File: src/rtl/pcrel_pkg.sv
// Shared types, constants and helper functions of the PC-relative relocator.
package pcrel_pkg;

  // Fixed encodings used in the emitted sequences.
  localparam logic [31:0] BrX16     = 32'hD61F_0200;
  localparam logic [31:0] OpB       = 32'h1400_0000;
  localparam logic [31:0] OpLdrLitX = 32'h5800_0000;
  localparam logic [31:0] LdrLitM8  = 32'h00FF_FFC0;  // imm19 of -8 bytes, shifted into place
  localparam logic [4:0]  RegX16    = 5'd16;

  // Depth of the queue between the decoder and the sequencer.
  localparam int unsigned QueueDepthDefault = 2;

  // Width of the word counter of one emitted sequence (up to seven words).
  localparam int unsigned StepW = 3;

  // What the sequencer has to produce for one instruction.
  typedef enum logic [2:0] {
    KIND_COPY,  // word copied unchanged
    KIND_BAD,   // refused form, one flagged zero word
    KIND_ADR,   // absolute load into the destination
    KIND_B,     // absolute load of x16 plus br x16
    KIND_LIT,   // absolute load of x16 plus load from [x16]
    KIND_COND   // retargeted conditional, skip, jump block
  } pcrel_kind_e;

  // One decoded instruction as it waits in the queue.
  typedef struct packed {
    pcrel_kind_e kind;
    logic [4:0]  reg_idx;  // register of the literal load
    logic [31:0] word;     // copied word, retargeted conditional or final load
    logic [63:0] target;   // absolute address or value to materialize
  } pcrel_desc_t;

  // Index of the final word of a sequence.
  function automatic logic [StepW-1:0] last_step(pcrel_kind_e kind);
    logic [StepW-1:0] s;
    s = '0;
    unique case (kind)
      KIND_COPY, KIND_BAD: s = 3'd0;
      KIND_ADR:            s = 3'd3;
      KIND_B, KIND_LIT:    s = 3'd4;
      KIND_COND:           s = 3'd6;
      default:             s = 3'd0;
    endcase
    return s;
  endfunction

  // Unsigned-offset load from [x16] that replaces a literal load.
  function automatic logic [31:0] lit_load(logic simd, logic [1:0] opc, logic [4:0] rt);
    logic [31:0] base;
    base = 32'h0;
    if (simd) begin
      case (opc)
        2'd0:    base = 32'hBD40_0000;
        2'd1:    base = 32'hFD40_0000;
        default: base = 32'h3DC0_0000;
      endcase
    end else begin
      case (opc)
        2'd0:    base = 32'hB940_0000;
        2'd1:    base = 32'hF940_0000;
        default: base = 32'hB980_0000;
      endcase
    end
    return base | {22'd0, RegX16, rt};
  endfunction

endpackage

File: src/rtl/pcrel_front.sv
// Decoder: classifies one instruction and computes its absolute target.
module pcrel_front import pcrel_pkg::*; (
  input  logic [31:0] instr_i,
  input  logic [63:0] orig_pc_i,
  output pcrel_desc_t desc_o
);

  logic [31:0] w;
  logic [63:0] offset;
  logic [63:0] base;
  logic        page;

  assign w = instr_i;

  // Classify the word and pick the sign-extended displacement.
  always_comb begin
    desc_o.kind    = KIND_COPY;
    desc_o.reg_idx = RegX16;
    desc_o.word    = w;
    offset         = '0;
    page           = 1'b0;
    if ((w & 32'h9F00_0000) == 32'h1000_0000 || (w & 32'h9F00_0000) == 32'h9000_0000) begin
      desc_o.kind    = KIND_ADR;
      desc_o.reg_idx = w[4:0];
      if (w[31]) begin
        page   = 1'b1;
        offset = {{31{w[23]}}, w[23:5], w[30:29], 12'd0};
      end else begin
        offset = {{43{w[23]}}, w[23:5], w[30:29]};
      end
    end else if (w[31:26] == 6'b000101) begin
      desc_o.kind = KIND_B;
      offset      = {{36{w[25]}}, w[25:0], 2'd0};
    end else if (w[31:26] == 6'b100101 || (w & 32'hFFFF_FC1F) == 32'hD63F_0000) begin
      desc_o.kind = KIND_BAD;
    end else if (w[31:24] == 8'h54 && !w[4]) begin
      desc_o.kind = KIND_COND;
      desc_o.word = (w & 32'hFF00_000F) | 32'h0000_0040;
      offset      = {{43{w[23]}}, w[23:5], 2'd0};
    end else if (w[31:24] == 8'h54) begin
      desc_o.kind = KIND_BAD;
    end else if ((w & 32'h7E00_0000) == 32'h3400_0000) begin
      desc_o.kind = KIND_COND;
      desc_o.word = (w & 32'hFF00_001F) | 32'h0000_0040;
      offset      = {{43{w[23]}}, w[23:5], 2'd0};
    end else if ((w & 32'h7E00_0000) == 32'h3600_0000) begin
      desc_o.kind = KIND_COND;
      desc_o.word = (w & 32'hFFF8_001F) | 32'h0000_0040;
      offset      = {{48{w[18]}}, w[18:5], 2'd0};
    end else if ((w & 32'h3B00_0000) == 32'h1800_0000) begin
      if (w[31:30] == 2'b11) begin
        desc_o.kind = KIND_BAD;
      end else begin
        desc_o.kind = KIND_LIT;
        desc_o.word = lit_load(w[26], w[31:30], w[4:0]);
        offset      = {{43{w[23]}}, w[23:5], 2'd0};
      end
    end

    // One 64-bit address sum, wrapping.
    base          = page ? {orig_pc_i[63:12], 12'd0} : orig_pc_i;
    desc_o.target = base + offset;
  end

endmodule

File: src/rtl/pcrel_queue.sv
// Short queue of decoded instructions between decoder and sequencer.
module pcrel_queue import pcrel_pkg::*; #(
  parameter int unsigned Depth = QueueDepthDefault
) (
  input  logic        clk_i,
  input  logic        rst_ni,
  input  logic        push_i,
  input  pcrel_desc_t push_data_i,
  output logic        full_o,
  input  logic        pop_i,
  output logic        head_valid_o,
  output pcrel_desc_t head_o
);

  localparam int unsigned PtrW = (Depth > 1) ? $clog2(Depth) : 1;
  localparam int unsigned CntW = $clog2(Depth + 1);
  localparam logic [PtrW-1:0] LastPtr = PtrW'(Depth - 1);
  localparam logic [CntW-1:0] FullCnt = CntW'(Depth);

  pcrel_desc_t     entry_q [Depth];
  logic [PtrW-1:0] wr_ptr_q, wr_ptr_d;
  logic [PtrW-1:0] rd_ptr_q, rd_ptr_d;
  logic [CntW-1:0] count_q, count_d;

  assign full_o       = (count_q == FullCnt);
  assign head_valid_o = (count_q != '0);
  assign head_o       = entry_q[rd_ptr_q];

  // Pointer and fill count updates.
  always_comb begin
    wr_ptr_d = wr_ptr_q;
    rd_ptr_d = rd_ptr_q;
    count_d  = count_q;
    if (push_i) begin
      wr_ptr_d = (wr_ptr_q == LastPtr) ? '0 : wr_ptr_q + 1'b1;
    end
    if (pop_i) begin
      rd_ptr_d = (rd_ptr_q == LastPtr) ? '0 : rd_ptr_q + 1'b1;
    end
    if (push_i && !pop_i) begin
      count_d = count_q + 1'b1;
    end else if (!push_i && pop_i) begin
      count_d = count_q - 1'b1;
    end
  end

  always_ff @(posedge clk_i or negedge rst_ni) begin
    if (!rst_ni) begin
      wr_ptr_q <= '0;
      rd_ptr_q <= '0;
      count_q  <= '0;
    end else begin
      wr_ptr_q <= wr_ptr_d;
      rd_ptr_q <= rd_ptr_d;
      count_q  <= count_d;
    end
  end

  // Entry storage needs no reset.
  always_ff @(posedge clk_i) begin
    if (push_i) begin
      entry_q[wr_ptr_q] <= push_data_i;
    end
  end

endmodule

File: src/rtl/pcrel_back.sv
// Sequencer: walks one decoded instruction and emits its words one per cycle unless the output stalls.
module pcrel_back import pcrel_pkg::*; (
  input  logic        clk_i,
  input  logic        rst_ni,
  input  logic        head_valid_i,
  input  pcrel_desc_t head_i,
  output logic        pop_o,
  output logic        out_valid_o,
  input  logic        out_stall_i,
  output logic [31:0] word_o,
  output logic        last_o,
  output logic        unrelocatable_o
);

  logic [StepW-1:0] step_q, step_d;
  logic [StepW-1:0] blk;
  logic             fire;
  logic             at_last;
  logic             valid_q, valid_d;
  logic [31:0]      word_q, word_d;
  logic             last_q;
  logic             unrel_q, unrel_d;

  // A word moves into the output register whenever the queue holds one and that register is empty or being read out.
  assign fire    = head_valid_i && (!valid_q || !out_stall_i);
  assign at_last = (step_q == last_step(head_i.kind));
  assign pop_o   = fire && at_last;

  // Position inside the absolute-load block.
  assign blk = (head_i.kind == KIND_COND) ? step_q - 3'd2 : step_q;

  // Word selection for the current position.
  always_comb begin
    word_d  = 32'h0;
    unrel_d = 1'b0;
    if (head_i.kind == KIND_COPY) begin
      word_d = head_i.word;
    end else if (head_i.kind == KIND_BAD) begin
      unrel_d = 1'b1;
    end else if (head_i.kind == KIND_COND && step_q == 3'd0) begin
      word_d = head_i.word;
    end else if (head_i.kind == KIND_COND && step_q == 3'd1) begin
      word_d = OpB | 32'd6;
    end else begin
      case (blk)
        3'd0:    word_d = OpB | 32'd3;
        3'd1:    word_d = head_i.target[31:0];
        3'd2:    word_d = head_i.target[63:32];
        3'd3:    word_d = OpLdrLitX | LdrLitM8 | {27'd0, head_i.reg_idx};
        default: word_d = (head_i.kind == KIND_LIT) ? head_i.word : BrX16;
      endcase
    end
  end

  // Step counter and output valid.
  always_comb begin
    step_d  = step_q;
    valid_d = valid_q && out_stall_i;
    if (fire) begin
      valid_d = 1'b1;
      step_d  = at_last ? '0 : step_q + 1'b1;
    end
  end

  always_ff @(posedge clk_i or negedge rst_ni) begin
    if (!rst_ni) begin
      step_q  <= '0;
      valid_q <= 1'b0;
    end else begin
      step_q  <= step_d;
      valid_q <= valid_d;
    end
  end

  // Output payload, loaded on each transfer into the register.
  always_ff @(posedge clk_i) begin
    if (fire) begin
      word_q  <= word_d;
      last_q  <= at_last;
      unrel_q <= unrel_d;
    end
  end

  assign out_valid_o     = valid_q;
  assign word_o          = word_q;
  assign last_o          = last_q;
  assign unrelocatable_o = unrel_q;

endmodule

File: src/rtl/aarch64_pc_relative_relocator.sv
// Top level: decoder, queue and word sequencer of the PC-relative relocator.
// The first word of an instruction passes through a queue entry and then the output register.
// Throughput: one word per cycle while out_stall_i is low; an instruction emits
// 1 word (copy or refused), 4 (ADR/ADRP), 5 (B, literal load) or 7 (conditional).
// The single-word result port of the sequencer sets that figure.
// Reset (rst_ni low, asynchronous) empties the queue and clears the output valid.
module aarch64_pc_relative_relocator import pcrel_pkg::*; #(
  parameter int unsigned QueueDepth = QueueDepthDefault
) (
  input  logic        clk_i,
  input  logic        rst_ni,
  input  logic        in_valid_i,
  output logic        in_stall_o,
  input  logic [31:0] instr_i,
  input  logic [63:0] orig_pc_i,
  output logic        out_valid_o,
  input  logic        out_stall_i,
  output logic [31:0] word_o,
  output logic        last_o,
  output logic        unrelocatable_o
);

  pcrel_desc_t desc;
  pcrel_desc_t head;
  logic        full;
  logic        push;
  logic        pop;
  logic        head_valid;

  assign in_stall_o = full;
  assign push       = in_valid_i && !full;

  pcrel_front u_front (
    .instr_i   (instr_i),
    .orig_pc_i (orig_pc_i),
    .desc_o    (desc)
  );

  pcrel_queue #(
    .Depth (QueueDepth)
  ) u_queue (
    .clk_i        (clk_i),
    .rst_ni       (rst_ni),
    .push_i       (push),
    .push_data_i  (desc),
    .full_o       (full),
    .pop_i        (pop),
    .head_valid_o (head_valid),
    .head_o       (head)
  );

  pcrel_back u_back (
    .clk_i           (clk_i),
    .rst_ni          (rst_ni),
    .head_valid_i    (head_valid),
    .head_i          (head),
    .pop_o           (pop),
    .out_valid_o     (out_valid_o),
    .out_stall_i     (out_stall_i),
    .word_o          (word_o),
    .last_o          (last_o),
    .unrelocatable_o (unrelocatable_o)
  );

endmodule

File: config.mk
export PLATFORM = sky130hd
export DESIGN_NAME = aarch64_pc_relative_relocator
export DESIGN_NICKNAME = d
export VERILOG_FILES = /design/src/rtl/pcrel_pkg.sv /design/src/rtl/pcrel_front.sv /design/src/rtl/pcrel_queue.sv /design/src/rtl/pcrel_back.sv /design/src/rtl/aarch64_pc_relative_relocator.sv
export SDC_FILE = /design/constraint.sdc
export NUM_CORES = 1
export LEC_CHECK = 0
export ABC_AREA = 1
export BUFFER_PORTS_ARGS = -buffer_cell sky130_fd_sc_hd__buf_2
export CORE_MARGIN = 2
export CORE_UTILIZATION = 55
export CTS_BUF_LIST = sky130_fd_sc_hd__clkbuf_8
export DETAILED_ROUTE_END_ITERATION = 7
export PLACE_DENSITY = 0.75
export SYNTH_ARGS = -nofsm -noshare
export SYNTH_HDL_FRONTEND = slang
export SYNTH_HIERARCHICAL = 1
export SYNTH_SLANG_ARGS = --single-unit
File: constraint.sdc
create_clock -name clk_i -period 6.5 [get_ports clk_i]
set_input_delay 1.3 -clock clk_i [delete_from_list [all_inputs] [get_ports clk_i]]
set_output_delay 1.3 -clock clk_i [all_outputs]
set_load 0.05 [all_outputs]
**Word-level counts from Yosys, hierarchy flattened**

Memory sizes are Yosys's and may differ from the RTL's.
Index checks and enable logic that the tools add are counted.

- Bits in registers: 42
- Memory bits (writable): 208
- Input port bits: 100
- Output and inout bits: 36
- Logic and storage cells: 125
- Memories: 1

- Add/subtract/negate cells: 7
- Equality and inequality tests: 22
- Multiplexer cells: 61
- Bitwise logic cells: 1
- Reduce and logical (&&, ||, !) cells: 25

Memories:

| name | depth | bits a word | rd ports | clocked after Yosys merged registers in | write ports | line | RTL |
|---|---|---|---|---|---|---|---|
| u_queue.entry_q | 2 | 104 | 1 | 0 | 1 | pcrel_queue.sv:20 | `pcrel_desc_t entry_q [Depth];` |

Operator list:

| operator | number |
|---|---|
| $mux 32 | 25 |
| $mux 64 | 9 |
| $pmux 32 s4 | 1 |
| $add 64x64->64 | 1 |
| $pmux 32 s2 | 1 |
| $pmux 31 s2 | 1 |
| $mux 3 | 11 |
| $or 32x10->32 | 1 |
| $eq 27x27->1 const B | 1 |
| $eq 6x5->1 const B | 3 |
| $eq 3x2->1 const B | 4 |
| $eq 6x6->1 const B | 2 |
| $mux 12 | 1 |
| $eq 3x1->1 const B | 3 |
| $logic_and 1x1->1 | 9 |
| $logic_not 3->1 | 3 |
| $pmux 3 s3 | 1 |
| $eq 8x7->1 const B | 1 |
| $mux 1 | 8 |
| $eq 3x3->1 const B | 2 |
| $eq 6x3->1 const B | 1 |
| $logic_not 1->1 | 6 |
| $eq 5x4->1 const B | 1 |
| $mux 5 | 1 |
| other kinds (13) | 19 |

**Longest topological paths before layout**

- Word-level depth: 22
- Gate-level depth with buffers: 26
- Gate-level depth less buffers: 26

**By module**

Netlist, hierarchy kept.

By module, submodules not included:

| module | times used | cells each | area an instance (µm²) |
|---|---|---|---|
| pcrel_queue | 1 | 349 | 7,962.6 |
| pcrel_front | 1 | 1,466 | 6,924.1 |
| pcrel_back | 1 | 423 | 2,881.5 |
| aarch64_pc_relative_relocator | 1 | 2 | 10.0 |

**Worst setup path after synthesis**

Ideal clock, no wire load.

- Path type: input to register
- Start: in in_valid_i
- End: mem u_queue/entry_q[0][0] (netlist name), enable pin
- Setup time: 0.569 ns
- Arrival time: 5.881 ns
- Data required time: 5.931 ns
- Slack: 0.051 ns
- Cell stages on the path: 4
- Path buffers: 0
- Cell sequence: inv_1 > nor2_2 > inv_1 > nor2_1

- Longest elaborated chain between the ends: 3

RTL lines:

| item | line | RTL |
|---|---|---|
| start: declaration | aarch64_pc_relative_relocator.sv:12 | `input logic in_valid_i,` |
| $logic_and 1x1->1 | aarch64_pc_relative_relocator.sv:31 | `assign push = in_valid_i && !full;` |
| net push | aarch64_pc_relative_relocator.sv:26 | `logic push;` |
| $mux 1 | pcrel_queue.sv:61 | `if (push_i) begin` |
| $mux 1 (not written as such) | pcrel_queue.sv:62 | `entry_q[wr_ptr_q] <= push_data_i;` |
| end: declaration | pcrel_queue.sv:20 |  |

The timed path passes the listed nets, and every way through them passes these cells.

==> impl_metrics.csv <==
group,metric,value,unit
yosys,synthDistinctLibCells,59,
yosys,yosysSeqAreaShare,42.0,%
route,via_per_inst,5.66,
route,drt_iter0_markers,2110,
placement,place_hpwl,47100,um
route,wire_per_inst,20.7,um
floorplan,initial_core_util,56.1,%
worst_hold_path,hold_class,"reg -> reg",
floorplan,die_h,184,um
yosys,synthCells,2240,
clocking,insertion_delay,0.54,ns
sta,drv_slew,0,
clocking,cts_tree,"done",
sta,setup_viol_count_final,0,
status,status,"completed",
global_routing,grt_pass1_wl,86900,um
power,p_leak,9.86,nW
route,ant_nets,0,
layout,syn_to_final_growth,9.40,%
worst_setup_path,cp.required,6.75,ns
route,dr_total_vias,15900,
layout,drive_above_1_share,15.2,%
floorplan,die_x,184,um
worst_setup_path,endpoint_kind,"register",
worst_setup_path,crit_fanout,29,
sta,timing.fmax,200,MHz
global_routing,grt_pass1_vias,14800,
sta,tns,0,ns
layout,finalNetCount,2548,
sta,finalClockSkew,0.0366,ns
yosys,synthesis.area,17800,um2
yosys,synth_top_area_cell,"edfxtp_1",
yosys,synth.area.top_cells,"edfxtp_1, nand2_1, inv_1, ha_1, mux2_4",
sta,rsz0062_at_grt,"no",
layout,antennaDiodeCount,0,
clocking,h-tree-depth,2,
yosys,yosysWarnings,6,
placement,gp_congestion,1.05,
route,route.detailed.drc,0,
yosys,ys_seq_elements,250,
clocking,cts_resized,0,
sta,hold_violations,0,
route,drt_wl_total,58300,um
yosys,yosysTopAreaCellShare,40.9,%
clocking,clk_pin_slew_worst_paths,0.06,ns
sta,fin_crit,5.01,ns
floorplan,rows,65,
flow_run,maxCapViolCount,0,
floorplan,dieArea,33800,um2
clocking,cts_made_buffers,39,
yosys,synth_nets,2408,
layout,fin_util,61.3,%
global_routing,antenna_found_initial,1,
global_routing,overflow,0,
placement,port_buffers,135,
clocking,cts_root_buffer,"clkbuf_8",
worst_setup_path,critPathKind,"in -> reg",
route,first_pass_iters,6,
global_routing,grt_use_total,34.6,%
worst_setup_path,start_kind,"primary input",
clocking,cts_sinks,250,
power,p_per_area,364,nW/um2
sta,worstMarginPinSlew,1.03,ns
sta,slew_headroom,31.2,%
sta,min_period_over_period,77.1,%
clocking,cts-hold-fix-buffers,0,
floorplan,ios,136,
global_routing,grt_max_degree,73,
yosys,syn_avg_cell_area,7.94,um2
floorplan,core,31700,um2
power,peakVddDrop,0.384,mV
worst_setup_path,arrival,5.26,ns
clocking,postCtsSetupBuffers,0,
clocking,clockBufferDepth,3,
## cell families (layout without fill, tap and decap cells)
kind of cell / count (synthesis) / in the layout / share of synthesized area, %
AND/OR/NAND/NOR: 1130 / 1130 / 26.6
buffers and inverters: 432 / 602 / 10.2
flip-flops: 250 / 250 / 42.0
AO/OA/AOI/OAI: 218 / 218 / 6.83
multiplexers: 104 / 104 / 7.64
adder cells (fa/ha/maj): 68 / 68 / 4.83
XOR/XNOR: 38 / 38 / 1.87
## worst max-delay path, stage by stage
cell	delay, ns
buf_2	0.14
inv_1	0.07
nor2_1	0.13
nand4_1	0.10
buf_4	0.21
inv_2	0.16
nand2_1	0.56
o22ai_1	0.40
a31oi_1	0.13
ha_1	0.46
nand2_1	0.13
nor2_1	0.23
nand2_1	0.17
nor2_1	0.24
nand2_1	0.11
nand3_2	0.12
nand2_1	0.06
nand2_1	0.10
xor2_1	0.43
## placed cells by master, fill, tap and decap left out, drive strengths merged, types with 4 or more instances in the layout
cell type    n
o21bai       7
ha          67
o21ai       75
o22ai       22
nor4         5
inv        396
o211ai       4
a21oi       94
edfxtp     242
nand3      118
xor2        36
buf        146
mux2       104
clkinv      17
dfrtp        8
a22oi        5
nand2      777
nand4       30
nor3        22
nor2       175
clkbuf      41
## layer usage
metal | part of all wire [%] | global-route usage, % | wire, um
met5 | 0 | 0 | 0
met4 | 2.8 | 9.98 | 1660
met3 | 10 | 5.65 | 5960
met2 | 42 | 51.7 | 24700
met1 | 45 | 51.7 | 26000
## final timing paths
check	slack, ns	depth (start not counted)	to	start
max	1.49	19	u_queue/entry_q[0][32]	instr_i[28]
min reg2reg	0.47	2	u_queue/count_q[1]	u_queue/count_q[1]
max reg2reg	3.10	10	u_back/word_o[2]	u_queue/rd_ptr_q
min	0.47	2	u_queue/count_q[1]	u_queue/count_q[1]
min in group asynchronous	0.59	1	u_back/step_q[2]	rst_ni
max in group asynchronous	5.70	1	u_queue/rd_ptr_q	rst_ni
## Yosys cell counts, drive strengths merged
| cell type | count |
|---|---|
| a211oi | 1 |
| a21boi | 2 |
| a21o | 1 |
| a21oi | 94 |
| a22oi | 5 |
| a31oi | 2 |
| and2 | 1 |
| buf | 36 |
| clkbuf | 10 |
| clkinv | 2 |
| dfrtp | 8 |
| dlygate4sd1 | 1 |
| edfxtp | 242 |
| fa | 1 |
| ha | 67 |
| inv | 383 |
| mux2 | 104 |
| nand2 | 777 |
| nand3 | 118 |
| nand3b | 1 |
| nand4 | 30 |
| nor2 | 175 |
| nor3 | 22 |
| nor4 | 5 |
| o2111ai | 2 |
| o211ai | 4 |
| o21a | 1 |
| o21ai | 75 |
| o21bai | 7 |
| o22ai | 22 |
| o2bb2ai | 1 |
| o31ai | 1 |
| or2 | 1 |
| xnor2 | 2 |
| xor2 | 36 |
## area by class of cell
class,count,area (um2)
Sequential cell,250,7470
Inverter,385,1450
Fill cell,2908,12300
Multi-Input combinational cell,1558,8520
Tap cell,402,503
Timing Repair Buffer,146,758
Clock inverter,30,185
Clock buffer,41,564
## metrics by stage
| step | cells | total power (W) | setup slack, ns | hold WS [ns] | instance area [um2] |
|---|---|---|---|---|---|
| 3_3_place_gp | 2741 | 0.00571 | 1.17 | 0.461 | 18700 |
| 4_1_cts | 2812 | 0.00703 | 1.64 | 0.477 | 19400 |
| 5_1_grt | 2812 | 0.00741 | 1.09 | 0.504 | 19400 |
| 3_5_place_dp | 2741 | 0.00577 | 1.09 | 0.462 | 18700 |
| 2_1_floorplan | 2240 | 0.00495 | 0.0505 | 0.442 | 17800 |
| 6_report | 2812 | 0.00707 | 1.49 | 0.473 | 19400 |
## state kept, by name (all words and copies together), names as in the netlist
signal                  count
u_back/word_o              32
u_back/step_q               3
u_queue/rd_ptr_q            1
u_queue/count_q             2
u_back/out_valid_o          1
u_back/unrelocatable_o      1
u_queue/wr_ptr_q            1
u_back/last_o               1
u_queue/entry_q           208
## power breakdown
part | switching [W] | leakage (nW) | internal [W]
Sequential | 0.000169 | 2.37 | 0.00239
Clock | 0.000599 | 0.440 | 0.000670
Combinational | 0.00226 | 7.05 | 0.000993
Total | 0.00303 | 9.86 | 0.00405
Power figures use the tool's default switching activity.
